===== src/sv/lfl_pkg.sv =====
package lfl_pkg;

   localparam int SIZE_W     = 15;
   localparam int FLEX_W     = 7;
   localparam int FLEX_IN_W  = 8;
   localparam int RECT_W     = 16;
   localparam int POS_W      = 17;
   localparam int SUM_W      = 20;
   localparam int CSR_IDX_W  = 3;
   localparam int CSR_DATA_W = 16;
   localparam int DEFAULT_MAX_CHILDREN = 16;
   localparam int FLEX_MAX   = 127;

   // Register indexes on the configuration port.
   localparam logic [CSR_IDX_W-1:0] REG_AXIS   = 3'd0;
   localparam logic [CSR_IDX_W-1:0] REG_GAP    = 3'd1;
   localparam logic [CSR_IDX_W-1:0] REG_RECT_X = 3'd2;
   localparam logic [CSR_IDX_W-1:0] REG_RECT_Y = 3'd3;
   localparam logic [CSR_IDX_W-1:0] REG_RECT_W = 3'd4;
   localparam logic [CSR_IDX_W-1:0] REG_RECT_H = 3'd5;
   localparam logic [CSR_IDX_W-1:0] REG_ALIGN  = 3'd6;

   // Cross-axis alignment codes.
   localparam logic [1:0] ALIGN_START   = 2'd0;
   localparam logic [1:0] ALIGN_CENTER  = 2'd1;
   localparam logic [1:0] ALIGN_END     = 2'd2;
   localparam logic [1:0] ALIGN_STRETCH = 2'd3;

   typedef struct packed {
      logic [SIZE_W-1:0] main_size;
      logic [SIZE_W-1:0] cross_size;
      logic [FLEX_W-1:0] flex;
   } child_type;

   // Saturating add into the 20-bit sum range.
   function automatic logic [SUM_W-1:0] sat_add(input logic [SUM_W-1:0] a,
                                                input logic [SIZE_W-1:0] b);
      logic [SUM_W:0] s;
      s = {1'b0, a} + {{(SUM_W+1-SIZE_W){1'b0}}, b};
      return s[SUM_W] ? {SUM_W{1'b1}} : s[SUM_W-1:0];
   endfunction

endpackage


===== src/sv/lfl_if.sv =====
interface lfl_req_if
   import lfl_pkg::*;
();
   logic                 valid;
   logic                 ready;
   logic [SIZE_W-1:0]    desired_width;
   logic [SIZE_W-1:0]    desired_height;
   logic signed [FLEX_IN_W-1:0] flex_weight;
   logic                 last_child;

   modport source (output valid, desired_width, desired_height, flex_weight, last_child,
                   input ready);
   modport sink   (input valid, desired_width, desired_height, flex_weight, last_child,
                   output ready);
endinterface

interface lfl_rsp_if
   import lfl_pkg::*;
();
   logic                    valid;
   logic                    ready;
   logic [SIZE_W-1:0]       main_size;
   logic signed [POS_W-1:0] cross_pos;
   logic [SIZE_W-1:0]       cross_size;
   logic [SUM_W-1:0]        content_size;
   logic                    overflowed;
   logic                    last_result;

   modport source (output valid, main_size, cross_pos, cross_size, content_size,
                   overflowed, last_result, input ready);
   modport sink   (input valid, main_size, cross_pos, cross_size, content_size,
                   overflowed, last_result, output ready);
endinterface


===== src/sv/linear_flex_layout.sv =====
// Channel   Direction  Carries
// req_chan  in         one child: desired width, height, flex weight, last mark
// rsp_chan  out        one laid-out child: main size, cross position and size,
//                      content size, overflow flag, last mark
// csr_*     in         register writes, no read-back
//
// A child that is not the last is stored as it is taken. After the last child,
// each result is placed and, for a flexing child, sized by the bit-serial
// divider, which runs 15 steps; an output stall holds each result until taken.
// Synchronous active-high reset clears control state; the child store is
// undefined until written. No child is taken while results are pending.
module linear_flex_layout
   import lfl_pkg::*;
#(
   parameter int MAX_CHILDREN = DEFAULT_MAX_CHILDREN
) (
   input  logic                  clock,
   input  logic                  reset,
   lfl_req_if.sink               req_chan,
   lfl_rsp_if.source             rsp_chan,
   input  logic                  csr_we,
   input  logic [CSR_IDX_W-1:0]  csr_index,
   input  logic [CSR_DATA_W-1:0] csr_wdata
);

   localparam int CNT_W = $clog2(MAX_CHILDREN + 1);
   localparam int IDX_W = (MAX_CHILDREN > 1) ? $clog2(MAX_CHILDREN) : 1;
   localparam int FT_W  = $clog2(MAX_CHILDREN * FLEX_MAX + 1);
   localparam int PW    = SIZE_W + FT_W;

   localparam logic [2:0] S_IDLE  = 3'd0;
   localparam logic [2:0] S_PREP  = 3'd1;
   localparam logic [2:0] S_FETCH = 3'd2;
   localparam logic [2:0] S_CALC  = 3'd3;
   localparam logic [2:0] S_START = 3'd4;
   localparam logic [2:0] S_WAIT  = 3'd5;
   localparam logic [2:0] S_OUT   = 3'd6;

   // Configuration registers.
   logic                     axis_ff;
   logic [SIZE_W-1:0]        gap_ff;
   logic signed [RECT_W-1:0] rect_x_ff, rect_y_ff, rect_w_ff, rect_h_ff;
   logic [1:0]               align_ff;

   // Container state.
   logic [2:0]        state_ff, state_in;
   logic [CNT_W-1:0]  count_ff, count_in, idx_ff, idx_in;
   logic [SUM_W-1:0]  fixed_sum_ff, fixed_sum_in, content_ff, content_in;
   logic [FT_W-1:0]   flex_total_ff, flex_total_in, used_flex_ff, used_flex_in;
   logic [SIZE_W-1:0] flex_space_ff, flex_space_in, used_space_ff, used_space_in;
   logic [PW-1:0]     prod_ff, prod_in;
   logic              dropped_ff, dropped_in;

   // Result register.
   logic [SIZE_W-1:0] o_main_ff, o_main_in, o_csz_ff, o_csz_in;
   logic [POS_W-1:0]  o_cpos_ff, o_cpos_in;
   logic              o_last_ff, o_last_in;

   logic              req_fire, rsp_fire;
   logic [FLEX_W-1:0] in_flex;
   child_type         wr_child, rd_child;
   logic              wr_en;
   logic              div_start, div_done;
   logic [SIZE_W-1:0] div_q;

   logic signed [RECT_W-1:0] rmain, rcross, rpos;
   logic [SIZE_W-1:0]        avail, spare, csz_c;
   logic [POS_W:0]           cpos_c, rpos_ext, rcross_ext;
   logic [SUM_W+1:0]         free_sp;
   logic [SUM_W-1:0]         sum_gap;

   assign req_fire = req_chan.valid && req_chan.ready;
   assign rsp_fire = rsp_chan.valid && rsp_chan.ready;
   assign req_chan.ready = (state_ff == S_IDLE);
   assign rsp_chan.valid = (state_ff == S_OUT);

   assign rsp_chan.main_size    = o_main_ff;
   assign rsp_chan.cross_pos    = o_cpos_ff;
   assign rsp_chan.cross_size   = o_csz_ff;
   assign rsp_chan.content_size = content_ff;
   assign rsp_chan.overflowed   = dropped_ff;
   assign rsp_chan.last_result  = o_last_ff;

   assign in_flex = req_chan.flex_weight[FLEX_IN_W-1] ? '0 : req_chan.flex_weight[FLEX_W-1:0];
   assign wr_child.main_size  = axis_ff ? req_chan.desired_height : req_chan.desired_width;
   assign wr_child.cross_size = axis_ff ? req_chan.desired_width : req_chan.desired_height;
   assign wr_child.flex       = in_flex;
   assign wr_en = req_fire && (count_ff < CNT_W'(MAX_CHILDREN));

   assign rmain  = axis_ff ? rect_h_ff : rect_w_ff;
   assign rcross = axis_ff ? rect_w_ff : rect_h_ff;
   assign rpos   = axis_ff ? rect_x_ff : rect_y_ff;
   assign avail  = rcross[RECT_W-1] ? '0 : rcross[SIZE_W-1:0];
   assign div_start = (state_ff == S_START);

   lfl_store #(
      .DEPTH (MAX_CHILDREN),
      .IDX_W (IDX_W)
   ) u_store (
      .clock      (clock),
      .wr_en      (wr_en),
      .wr_addr    (count_ff[IDX_W-1:0]),
      .wr_data    (wr_child),
      .rd_addr    (idx_ff[IDX_W-1:0]),
      .rd_data_ff (rd_child)
   );

   lfl_div #(
      .QW (SIZE_W),
      .DW (FT_W)
   ) u_div (
      .clock    (clock),
      .reset    (reset),
      .start    (div_start),
      .dividend (prod_ff),
      .divisor  (flex_total_ff),
      .done_ff  (div_done),
      .quo_ff   (div_q)
   );

   // Cross-axis placement of the child being read out.
   always_comb begin
      rpos_ext   = {{(POS_W+1-RECT_W){rpos[RECT_W-1]}}, rpos};
      rcross_ext = {{(POS_W+1-RECT_W){rcross[RECT_W-1]}}, rcross};
      spare  = avail - rd_child.cross_size;
      csz_c  = rd_child.cross_size;
      cpos_c = rpos_ext;
      unique case (align_ff)
         ALIGN_START: begin
         end
         ALIGN_CENTER: begin
            if (avail > rd_child.cross_size) begin
               cpos_c = rpos_ext + {{(POS_W+2-SIZE_W){1'b0}}, spare[SIZE_W-1:1]};
            end
         end
         ALIGN_END: begin
            cpos_c = rpos_ext + rcross_ext
                   - {{(POS_W+1-SIZE_W){1'b0}}, rd_child.cross_size};
         end
         ALIGN_STRETCH: begin
            csz_c = avail;
         end
         default: begin
         end
      endcase
   end

   always_comb begin
      state_in      = state_ff;
      count_in      = count_ff;
      idx_in        = idx_ff;
      fixed_sum_in  = fixed_sum_ff;
      content_in    = content_ff;
      flex_total_in = flex_total_ff;
      used_flex_in  = used_flex_ff;
      flex_space_in = flex_space_ff;
      used_space_in = used_space_ff;
      prod_in       = prod_ff;
      dropped_in    = dropped_ff;
      o_main_in     = o_main_ff;
      o_cpos_in     = o_cpos_ff;
      o_csz_in      = o_csz_ff;
      o_last_in     = o_last_ff;
      sum_gap       = (count_ff != '0) ? sat_add(fixed_sum_ff, gap_ff) : fixed_sum_ff;
      free_sp       = {{(SUM_W+2-RECT_W){rmain[RECT_W-1]}}, rmain} - {2'b00, fixed_sum_ff};

      unique case (state_ff)
         S_IDLE: begin
            if (req_fire) begin
               if (wr_en) begin
                  fixed_sum_in  = (in_flex == '0) ? sat_add(sum_gap, wr_child.main_size)
                                                  : sum_gap;
                  flex_total_in = flex_total_ff + FT_W'(in_flex);
                  count_in      = count_ff + CNT_W'(1);
               end else begin
                  dropped_in = 1'b1;
               end
               if (req_chan.last_child) begin
                  state_in = S_PREP;
               end
            end
         end
         S_PREP: begin
            // Free space is only shared when some child flexes.
            flex_space_in = '0;
            content_in    = fixed_sum_ff;
            if (flex_total_ff != '0) begin
               if (!free_sp[SUM_W+1] && (free_sp != '0)) begin
                  flex_space_in = free_sp[SIZE_W-1:0];
               end
               content_in = sat_add(fixed_sum_ff, flex_space_in);
            end
            idx_in        = '0;
            used_flex_in  = '0;
            used_space_in = '0;
            prod_in       = '0;
            state_in      = S_FETCH;
         end
         S_FETCH: begin
            state_in = S_CALC;
         end
         S_CALC: begin
            o_csz_in  = csz_c;
            o_last_in = (idx_ff == count_ff - CNT_W'(1));
            if (cpos_c[POS_W] && !cpos_c[POS_W-1]) begin
               o_cpos_in = {1'b1, {(POS_W-1){1'b0}}};
            end else if (!cpos_c[POS_W] && cpos_c[POS_W-1]) begin
               o_cpos_in = {1'b0, {(POS_W-1){1'b1}}};
            end else begin
               o_cpos_in = cpos_c[POS_W-1:0];
            end
            if ((flex_total_ff != '0) && (rd_child.flex != '0)) begin
               used_flex_in = used_flex_ff + FT_W'(rd_child.flex);
               prod_in      = prod_ff + PW'(flex_space_ff) * PW'(rd_child.flex);
               state_in     = S_START;
            end else begin
               o_main_in = rd_child.main_size;
               state_in  = S_OUT;
            end
         end
         S_START: begin
            state_in = S_WAIT;
         end
         S_WAIT: begin
            if (div_done) begin
               o_main_in     = div_q - used_space_ff;
               used_space_in = div_q;
               state_in      = S_OUT;
            end
         end
         S_OUT: begin
            if (rsp_fire) begin
               if (o_last_ff) begin
                  count_in      = '0;
                  fixed_sum_in  = '0;
                  flex_total_in = '0;
                  flex_space_in = '0;
                  used_flex_in  = '0;
                  used_space_in = '0;
                  dropped_in    = 1'b0;
                  state_in      = S_IDLE;
               end else begin
                  idx_in   = idx_ff + CNT_W'(1);
                  state_in = S_FETCH;
               end
            end
         end
         default: begin
            state_in = S_IDLE;
         end
      endcase
   end

   always_ff @(posedge clock) begin
      idx_ff     <= idx_in;
      content_ff <= content_in;
      prod_ff    <= prod_in;
      o_main_ff  <= o_main_in;
      o_cpos_ff  <= o_cpos_in;
      o_csz_ff   <= o_csz_in;
      o_last_ff  <= o_last_in;
      if (reset) begin
         state_ff      <= S_IDLE;
         count_ff      <= '0;
         fixed_sum_ff  <= '0;
         flex_total_ff <= '0;
         used_flex_ff  <= '0;
         flex_space_ff <= '0;
         used_space_ff <= '0;
         dropped_ff    <= 1'b0;
      end else begin
         state_ff      <= state_in;
         count_ff      <= count_in;
         fixed_sum_ff  <= fixed_sum_in;
         flex_total_ff <= flex_total_in;
         used_flex_ff  <= used_flex_in;
         flex_space_ff <= flex_space_in;
         used_space_ff <= used_space_in;
         dropped_ff    <= dropped_in;
      end
   end

   always_ff @(posedge clock) begin
      if (reset) begin
         axis_ff   <= 1'b0;
         gap_ff    <= '0;
         rect_x_ff <= '0;
         rect_y_ff <= '0;
         rect_w_ff <= '0;
         rect_h_ff <= '0;
         align_ff  <= ALIGN_START;
      end else if (csr_we) begin
         unique case (csr_index)
            REG_AXIS:   axis_ff   <= csr_wdata[0];
            REG_GAP:    gap_ff    <= csr_wdata[SIZE_W-1:0];
            REG_RECT_X: rect_x_ff <= csr_wdata;
            REG_RECT_Y: rect_y_ff <= csr_wdata;
            REG_RECT_W: rect_w_ff <= csr_wdata;
            REG_RECT_H: rect_h_ff <= csr_wdata;
            REG_ALIGN:  align_ff  <= csr_wdata[1:0];
            default: begin
            end
         endcase
      end
   end

endmodule


===== src/sv/lfl_store.sv =====
module lfl_store
   import lfl_pkg::*;
#(
   parameter int DEPTH = DEFAULT_MAX_CHILDREN,
   parameter int IDX_W = 4
) (
   input  logic             clock,
   input  logic             wr_en,
   input  logic [IDX_W-1:0] wr_addr,
   input  child_type        wr_data,
   input  logic [IDX_W-1:0] rd_addr,
   output child_type        rd_data_ff
);

   child_type mem_ff [DEPTH];

   always_ff @(posedge clock) begin
      if (wr_en) begin
         mem_ff[wr_addr] <= wr_data;
      end
      rd_data_ff <= mem_ff[rd_addr];
   end

endmodule


===== src/sv/lfl_div.sv =====
module lfl_div
   import lfl_pkg::*;
#(
   parameter int QW = SIZE_W,
   parameter int DW = 11
) (
   input  logic             clock,
   input  logic             reset,
   input  logic             start,
   input  logic [QW+DW-1:0] dividend,
   input  logic [DW-1:0]    divisor,
   output logic             done_ff,
   output logic [QW-1:0]    quo_ff
);

   localparam int STEP_W = $clog2(QW + 1);

   // The upper DW bits of the dividend must already be below the divisor,
   // so the quotient fits in QW bits and QW restoring steps suffice.
   logic [DW-1:0]     rem_ff, rem_in;
   logic [QW-1:0]     quo_in;
   logic [STEP_W-1:0] step_ff, step_in;
   logic              busy_ff, busy_in, done_in;
   logic [DW:0]       trial, diff;

   always_comb begin
      trial   = {rem_ff, quo_ff[QW-1]};
      diff    = trial - {1'b0, divisor};
      rem_in  = rem_ff;
      quo_in  = quo_ff;
      step_in = step_ff;
      busy_in = busy_ff;
      done_in = 1'b0;
      if (start) begin
         rem_in  = dividend[QW+DW-1:QW];
         quo_in  = dividend[QW-1:0];
         step_in = STEP_W'(QW);
         busy_in = 1'b1;
      end else if (busy_ff) begin
         if (!diff[DW]) begin
            rem_in = diff[DW-1:0];
         end else begin
            rem_in = trial[DW-1:0];
         end
         quo_in  = {quo_ff[QW-2:0], ~diff[DW]};
         step_in = step_ff - STEP_W'(1);
         if (step_ff == STEP_W'(1)) begin
            busy_in = 1'b0;
            done_in = 1'b1;
         end
      end
   end

   always_ff @(posedge clock) begin
      rem_ff  <= rem_in;
      quo_ff  <= quo_in;
      step_ff <= step_in;
      if (reset) begin
         busy_ff <= 1'b0;
         done_ff <= 1'b0;
      end else begin
         busy_ff <= busy_in;
         done_ff <= done_in;
      end
   end

endmodule


===== src/flat_wrapper.sv =====
// flat-port wrapper written by rule: the top's interface ports become plain ports
module linear_flex_layout_flat import lfl_pkg::*;
#(
   parameter int MAX_CHILDREN = DEFAULT_MAX_CHILDREN
)
  (clock, reset, csr_we, csr_index, csr_wdata, req_chan_valid, req_chan_desired_width, req_chan_desired_height, req_chan_flex_weight, req_chan_last_child, req_chan_ready, rsp_chan_valid, rsp_chan_main_size, rsp_chan_cross_pos, rsp_chan_cross_size, rsp_chan_content_size, rsp_chan_overflowed, rsp_chan_last_result, rsp_chan_ready);
  lfl_req_if req_chan_i ();
  lfl_rsp_if rsp_chan_i ();
  input  logic clock;
  input  logic reset;
  input  logic csr_we;
  input  logic [CSR_IDX_W-1:0] csr_index;
  input  logic [CSR_DATA_W-1:0] csr_wdata;
  input wire logic [$bits(req_chan_i.valid)-1:0] req_chan_valid;
  input wire logic [$bits(req_chan_i.desired_width)-1:0] req_chan_desired_width;
  input wire logic [$bits(req_chan_i.desired_height)-1:0] req_chan_desired_height;
  input wire logic [$bits(req_chan_i.flex_weight)-1:0] req_chan_flex_weight;
  input wire logic [$bits(req_chan_i.last_child)-1:0] req_chan_last_child;
  output wire logic [$bits(req_chan_i.ready)-1:0] req_chan_ready;
  output wire logic [$bits(rsp_chan_i.valid)-1:0] rsp_chan_valid;
  output wire logic [$bits(rsp_chan_i.main_size)-1:0] rsp_chan_main_size;
  output wire logic [$bits(rsp_chan_i.cross_pos)-1:0] rsp_chan_cross_pos;
  output wire logic [$bits(rsp_chan_i.cross_size)-1:0] rsp_chan_cross_size;
  output wire logic [$bits(rsp_chan_i.content_size)-1:0] rsp_chan_content_size;
  output wire logic [$bits(rsp_chan_i.overflowed)-1:0] rsp_chan_overflowed;
  output wire logic [$bits(rsp_chan_i.last_result)-1:0] rsp_chan_last_result;
  input wire logic [$bits(rsp_chan_i.ready)-1:0] rsp_chan_ready;
  assign req_chan_i.valid = req_chan_valid;
  assign req_chan_i.desired_width = req_chan_desired_width;
  assign req_chan_i.desired_height = req_chan_desired_height;
  assign req_chan_i.flex_weight = req_chan_flex_weight;
  assign req_chan_i.last_child = req_chan_last_child;
  assign req_chan_ready = req_chan_i.ready;
  assign rsp_chan_valid = rsp_chan_i.valid;
  assign rsp_chan_main_size = rsp_chan_i.main_size;
  assign rsp_chan_cross_pos = rsp_chan_i.cross_pos;
  assign rsp_chan_cross_size = rsp_chan_i.cross_size;
  assign rsp_chan_content_size = rsp_chan_i.content_size;
  assign rsp_chan_overflowed = rsp_chan_i.overflowed;
  assign rsp_chan_last_result = rsp_chan_i.last_result;
  assign rsp_chan_i.ready = rsp_chan_ready;
  linear_flex_layout #(.MAX_CHILDREN(MAX_CHILDREN)) u_core (.clock(clock), .reset(reset), .req_chan(req_chan_i), .rsp_chan(rsp_chan_i), .csr_we(csr_we), .csr_index(csr_index), .csr_wdata(csr_wdata));
endmodule

===== config.mk =====
export PLATFORM = sky130hd
export DESIGN_NAME = linear_flex_layout_flat
export DESIGN_NICKNAME = d
export VERILOG_FILES = /design/src/sv/lfl_pkg.sv /design/src/sv/lfl_if.sv /design/src/sv/linear_flex_layout.sv /design/src/sv/lfl_store.sv /design/src/sv/lfl_div.sv /design/src/flat_wrapper.sv
export SDC_FILE = /design/constraint.sdc
export NUM_CORES = 2
export LEC_CHECK = 0
export BUFFER_PORTS_ARGS = -buffer_cell sky130_fd_sc_hd__buf_4
export CORE_ASPECT_RATIO = 0.6
export CORE_UTILIZATION = 30
export DETAILED_ROUTE_END_ITERATION = 12
export MAX_ROUTING_LAYER = met4
export SYNTH_ARGS = -nofsm -noshare
export SYNTH_HDL_FRONTEND = slang
export SYNTH_HIERARCHICAL = 1
export SYNTH_SLANG_ARGS = --single-unit

===== constraint.sdc =====
create_clock -name clock -period 10.5 [get_ports clock]
set_input_delay 0 -clock clock [delete_from_list [all_inputs] [get_ports clock]]
set_output_delay 0 -clock clock [all_outputs]
set_load 0.005 [all_outputs]

# --- Yosys cells after proc, flatten, opt, wreduce, memory -nomap -nowiden ---
# Memories as Yosys holds them, arrays and structs flattened. A register that Yosys moved wholly into a read port is not among the register bits.
# Index checks and enable logic that the tools add are counted.
word_totals:
  input_bits: 63
  n_memories: 1
  out_inout_bits: 71
  elab_cells: 186
  ram_bits: 592
  regBits: 283
mem_list:
  columns: ["name", "depth", "word_bits", "read_ports", "rd_clocked_by_memory_dff", "wr", "line", "text"]
  rows:
  - ["u_core.u_store.mem_ff", 16, 37, 1, 1, 1, "lfl_store.sv:15", "child_type mem_ff [DEPTH];"]
classes:
  n_eq_ne: 27
  n_mul: 1
  bitwise: 2
  muxes: 72
  n_reduce_logical: 39
  add_sub_neg: 16
  n_lt_le_gt_ge: 2
ops:
  columns: ["op", "count"]
  rows:
  - ["15-bit two-way mux", 15]
  - ["20-bit two-way mux", 10]
  - ["11-bit two-way mux", 7]
  - ["20-bit by 15-bit adder with 21-bit output", 3]
  - ["15-bit one-hot mux with 2 select lines", 2]
  - ["26-bit one-hot mux with 2 select lines", 1]
  - ["16-bit two-way mux", 3]
  - ["15-bit one-hot mux with 3 select lines", 1]
  - ["20-bit one-hot mux with 2 select lines", 1]
  - ["18-bit one-hot mux with 2 select lines", 1]
  - ["5-bit two-way mux", 6]
  - ["15-bit subtractor", 2]
  - ["26-bit by 22-bit adder with 26-bit output", 1]
  - ["26-bit two-way mux", 1]
  - ["15-bit by 7-bit multiplier with 22-bit output", 1]
  - ["11-bit one-hot mux with 2 select lines", 1]
  - ["22-bit nonzero test", 1]
  - ["16-bit by 21-bit subtractor with 22-bit output", 1]
  - ["3-bit one-hot mux with 7 select lines", 1]
  - ["5-bit one-hot mux with 2 select lines", 2]
  - ["3-bit == test, second input constant", 6]
  - ["18-bit two-way mux", 1]
  - ["2-bit inequality test, second input constant", 9]
  - ["18-bit by 15-bit subtractor with 18-bit output", 1]
  - ["other kinds (37)", 81]

# --- Logic depth before layout (Yosys ltp) ---
logic_depth:
  depth_word: 10
  mapped_depth: 27
  mapped_depth_nobuf: 23

# --- By module ---
# Netlist, hierarchy kept.
by_module_without_submodules:
  columns: ["module", "area_each_um2", "n_inst", "seq_area_each_um2", "cells_per_inst"]
  rows:
  - ["lfl_store", 22942.0, 1, 18517.8, 963]
  - ["linear_flex_layout", 22485.3, 1, 6015.8, 2677]
  - ["lfl_div", 2099.5, 1, 900.9, 203]

# --- Worst setup path before layout ---
# No wires, ideal clock.
synth_path:
  path_kind: "register -> register"
  startpoint: "reg u_core.axis_ff"
  endpoint: "reg u_core.content_ff[13] (netlist: u_core/rsp_chan.content_size[13]), data pin"
  setup_slack_ns: 3.624
  arrival_ns: 6.620
  stages_incl_launch_ff: 27
  path_buffers: 6
  required_ns: 10.244
  synth_period_minus_slack_ns: 6.876
  cell_sequence: "dfxtp_1 clkbuf_1 clkbuf_1 buf_1 clkbuf_1 mux2_2 fa_1 a211o_1 nand4bb_1 a31oi_1 o31a_1 xnor2_1 o21ai_1 nor4_4 nor2_2 buf_6 and2_1 ha_1 o21a_1 o31a_1 o311ai_1 a21boi_0 a211oi_1 or3_1 clkbuf_1 nand2_1 o22a_1"
synth_via:
  elab_chain_cells: 10
  word_cells_on_any_way: 11
synth_lines:
  columns: ["item", "line", "text"]
  rows:
  - ["start: declaration", "linear_flex_layout.sv:40", "logic axis_ff;"]
  - ["start signal: assignment", "linear_flex_layout.sv:294", "REG_AXIS: axis_ff <= csr_wdata[0];"]
  - ["16-bit two-way mux (*)", "linear_flex_layout.sv:90", "assign rmain = axis_ff ? rect_h_ff : rect_w_ff;"]
  - ["16-bit by 21-bit subtractor with 22-bit output (*)", "linear_flex_layout.sv:165", "free_sp = {{(SUM_W+2-RECT_W){rmain[RECT_W-1]}}, rmain} - {2'b00, fixed_sum_ff};"]
  - ["22-bit nonzero test or 1-bit logical NOT (tied branches)", "linear_flex_layout.sv:188", "if (!free_sp[SUM_W+1] && (free_sp != '0)) begin"]
  - ["1-bit logical AND", "linear_flex_layout.sv:188", null]
  - ["15-bit two-way mux (*)", "linear_flex_layout.sv:188", null]
  - ["15-bit two-way mux (*)", "linear_flex_layout.sv:187", "if (flex_total_ff != '0) begin"]
  - ["15-bit two-way mux (*)", "linear_flex_layout.sv:167", "unique case (state_ff)"]
  - ["20-bit by 15-bit adder with 21-bit output (*)", "lfl_pkg.sv:39", "s = {1'b0, a} + {{(SUM_W+1-SIZE_W){1'b0}}, b};"]
  - ["20-bit two-way mux (*)", "lfl_pkg.sv:40", "return s[SUM_W] ? {SUM_W{1'b1}} : s[SUM_W-1:0];"]
  - ["20-bit two-way mux (*)", "linear_flex_layout.sv:187", null]
  - ["end signal: assignment", "linear_flex_layout.sv:256", "content_ff <= content_in;"]
  - ["end: declaration", "linear_flex_layout.sv:48", "logic [SUM_W-1:0] fixed_sum_ff, fixed_sum_in, content_ff, content_in;"]
# Mark *: on every way between the ends. The rest lies on a longest branch, timed or not. The select of a mux whose other input is x is not followed.
# A chain may end at the register's enable or synchronous reset.

# --- Final worst setup path ---
layout_path:
  startpoint: "reg u_core.axis_ff"
  endpoint: "reg u_core.content_ff[0] (netlist: u_core/rsp_chan.content_size[0]), data pin"
# Same word-level chain as after synthesis.

==> summary.md <==
The routed wire length was 135200 um; the wire length of the first global-routing pass was 201900 um. The logs give 11.08 ns for the required time at the worst-slack endpoint and 15.26k for the layout filler cell count. The most area-hungry cell type in the Yosys netlist is sky130_fd_sc_hd__edfxtp_1. The path type of the worst min-delay path is input pin to flip-flop. After clock tree synthesis, the repair step resized 0 gates. After clock tree synthesis, the clock-pin slew on the worst setup and hold paths is 0.07 ns. The die is 515.8 um wide. The synthesized netlist contains 97 unique library cells.

Entering global routing, the biggest net connects 100 pins. The initial antenna violation count is 4, and the number of failing setup endpoints in the final timing report is 0. The number of buffers and inverters on the critical path was 1. For the arrival time at the worst endpoint, the log shows 8.50 ns. In the global route stage, met2 resource usage came out at 24.00%.

The Yosys step of the flow raised 6 warnings. The cell area after placement is 50980 um^2. The logs give 0 for the final count of hold timing violations and 54770 um^2 for the area of all placed cells without fillers. The met1 layer usage reported by global route came out at 26.18%. Final estimated routing congestion in global placement: 0.9423. Max-cap violations in this run came to 0. By instance count, the cell type seen most on the critical path is sky130_fd_sc_hd__nand3b_1.

Pin placement for this block handled 134 I/O pins. Of the synthesized area, sequential elements account for 53.52%. For met3 alone, demand over resource in global routing was 3.220%.

The core box area is 156400 um^2. The leakage power summed over all cells was 0.01954 uW; the utilization after layout was 35.02%. The worst pin sits at a relative slew slack of 4.784%. After the last flow step, the layout net total stands at 4411. After global routing, the most crowded layer is met1. Among cell families on the critical path, the largest total delay comes from simple AND/OR/NAND/NOR gates. The number of routed nets with antenna violations was 0.

The total power density per cell area works out to 161.5 nW/um^2. After synthesis, the cell types taking the most area are sky130_fd_sc_hd__edfxtp_1, sky130_fd_sc_hd__dfxtp_1, sky130_fd_sc_hd__mux4_2. Cells with a size suffix above 1 make up 14.51% of the layout.

The clock passes through at most 3 buffers. From synthesis to final layout, the design area changed by 15.23%. The critical path class is flip-flop to flip-flop. Summed over all layers, the global routing overflow is 0. The final-layout worst hold slack is 0.07268 ns, and the number of I/O port buffers is 133. The number of flops mapped to enable cells by yosys was 717. A synthesized cell averages 12.37 um^2.

The routed layout has 32.25k vias. The antenna diode count came out at 0. The depth of the CTS H-tree came out at 3. The post-DP HPWL was 92650 um. The worst setup path is launched from a flip-flop. After detailed routing, the number of vias per cell comes to 5.182. Summing every instance area after synthesis gives 47530 um^2.

The die covers 160100 um^2. For this block, the initial DRC count from the detailed router was 3621. The shortest period the worst path allows is 7.918 ns, and the floorplan row count is 112.

In this design, the stage delay of the slowest critical-path cell is 0.88 ns. The share of synthesized registers carrying an async set or reset came out at 0%. The count of clock tree sinks was 912.

After detailed routing, the number of remaining DRC violations is 0. The share of synthesized area in the top cell type comes to 45.30%. The maximum fanout along the worst path came out at 41. Counting every net in the synthesized netlist gives 4215. Clock tree root buffer cell: sky130_fd_sc_hd__clkbuf_16. Dividing the detail-routed wire length by the instance count gives 21.72 um. The logs give 88 for the clock buffer count from CTS and 0 for the final-report max-slew violation count.

At the pin with the least slew margin, the transition time is 1.428 ns. Setup repair after global routing left no endpoint under its margin. Counting every instance in the synthesized netlist gives 3843.

The worst path uses 75.41% of the clock period. STA classifies the critical path endpoint as a flip-flop. Static timing analysis puts the maximum clock frequency at 126.3 MHz. IR analysis of the VDD net gives a maximum drop of 0.1320 mV.

Among all flip-flop cells after synthesis, the most frequent one is sky130_fd_sc_hd__edfxtp_1. TritonCTS built the clock tree. The floorplan die height was 310.3 um; the initial cell density of the core was 30.39%.

The critical path goes through buf_4 -> mux2_2 -> ha_1 -> nand3b_1 -> a21oi_1 -> nor4b_1 -> nor4bb_1 -> nor4_1 -> nand4_1 -> nor4_4 -> nor2_2 -> nand3b_1 -> fa_1 -> nor2b_1 -> o31a_1 -> o311ai_1 -> a21boi_0 -> a211oi_1 -> or3_1 -> nand4b_1 -> o22ai_1 -> o21ba_1. The run finished with clean final reports. Across every metal layer, demand over resource in global routing totals 17.28%.

For the worst-skew pair, the clock arrives at the later sink with an insertion delay of 0.73 ns. The logs give 0 ns for the summed negative setup slack over all endpoints and 0.05885 ns for the worst clock skew. The number of setup buffers added after CTS is 0.

The flip-flop and latch count after synthesis is 912. The number of global-route vias before repair was 30.78k; the number of detailed-route iterations in the first pass was 6. For this design, the slowest cell found on the critical path is sky130_fd_sc_hd__nor4bb_1.
-- worst reg2reg max path, delay by kind of cell (launching register included) --
kind                       cells  cell delay [ns]
and+or+nand+nor               11             3.43
AOI/OAI and AO/OA              7             1.82
adders and majority gates      2             0.79
DFF                            1             0.72
buffers and inverters          1             0.62
muxes                          1             0.45
-- repair_timing --
action                                  4_1_cts  5_1_grt
endpoints found under the setup margin        0        0
hold endpoints to repair                    638        0
hold buffers                                 84        0
-- worst paths after layout --
check / startpoint / endpoint / slack, ns / cells after the start
max: u_core/axis_ff / u_core/rsp_chan.content_size[0] / 2.58 / 22
max reg2reg: u_core/axis_ff / u_core/rsp_chan.content_size[0] / 2.58 / 22
min reg2reg: u_core/rect_y_ff[3] / u_core/rect_y_ff[3] / 0.45 / 2
min: req_chan_desired_width[11] / u_core/u_store/mem_ff[13][33] / 0.07 / 2
-- layer usage --
layer / part of all wire (%) / vias to the layer above
li1: - / 14690
met1: 48 / 16130
met2: 42 / 1276
met3: 8.6 / 154
met4: 1.4 / 0
met5: 0 / -
-- layout make-up --
cell class / instances / area, um^2 / share of cell area, %
clock buffer: 108 / 2344 / 4.279
clock inverter: 56 / 598.1 / 1.092
inverter: 256 / 960.9 / 1.755
multi-input combinational: 2509 / 20520 / 37.47
sequential: 912 / 25440 / 46.45
tap: 2109 / 2639 / 4.818
timing repair buffer: 272 / 2265 / 4.135
-- cells in the final DEF, fill, tap and decap left out, drive strengths merged, types with 39 or more instances in the layout --
master and count:
nor2 188, inv 262, edfxtp 717, xnor2 69, buf 188, a22oi 93, xor2 59, nand3 61
a21oi 224, fa 108, clkinv 40, dlygate4sd3 84, o21ai 155, and2 81, nand2 408, mux2 77
nor3 71, a31oi 46, clkbuf 108, dfxtp 195, a21o 55, nor2b 39, ha 201, mux4 148
-- cell families after synthesis --
logic type | Yosys count | synth area share (%)
simple gates | 1014 | 10.07
flops | 912 | 53.52
compound gates | 804 | 11.15
buf+inv | 422 | 3.612
fa+ha+maj | 309 | 9.841
mux | 254 | 9.448
xor+xnor | 128 | 2.359
-- cells in the mapped netlist, drive strengths merged, types with 51 or more instances --
cell type,number
edfxtp,717
nand2,408
inv,255
a21oi,224
ha,201
dfxtp,195
nor2,188
o21ai,155
mux4,148
clkbuf,115
fa,108
a22oi,93
and2,81
mux2,77
nor3,71
xnor2,69
nand3,61
xor2,59
a21o,55
buf,51
-- where the power goes --
part | switching [uW] | internal, uW
clock | 1470 | 1790
sequential | 108 | 4010
combinational | 908 | 564
total | 2480 | 6360
-- flip-flops by register name, indices dropped and copies added (netlist names), 17 cells and up --
register	count
u_core/fixed_sum_ff	20
u_core/prod_ff	26
u_core/rsp_chan.content_size	20
u_core/rsp_chan.cross_pos	17
u_core/u_store/mem_ff	592
u_core/u_store/rd_data_ff	37
-- metrics by stage --
stage / cells / setup slack (ns) / total power [uW]
after floorplan: 3843 / 3.624 / 5141
after global placement: 5974 / 2.904 / 5596
after detailed placement: 5974 / 2.831 / 5610
after CTS: 6222 / 2.846 / 8892
after global routing: 6222 / 2.273 / 9194
final: 6222 / 2.582 / 8845
Power figures use the tool's default switching activity.
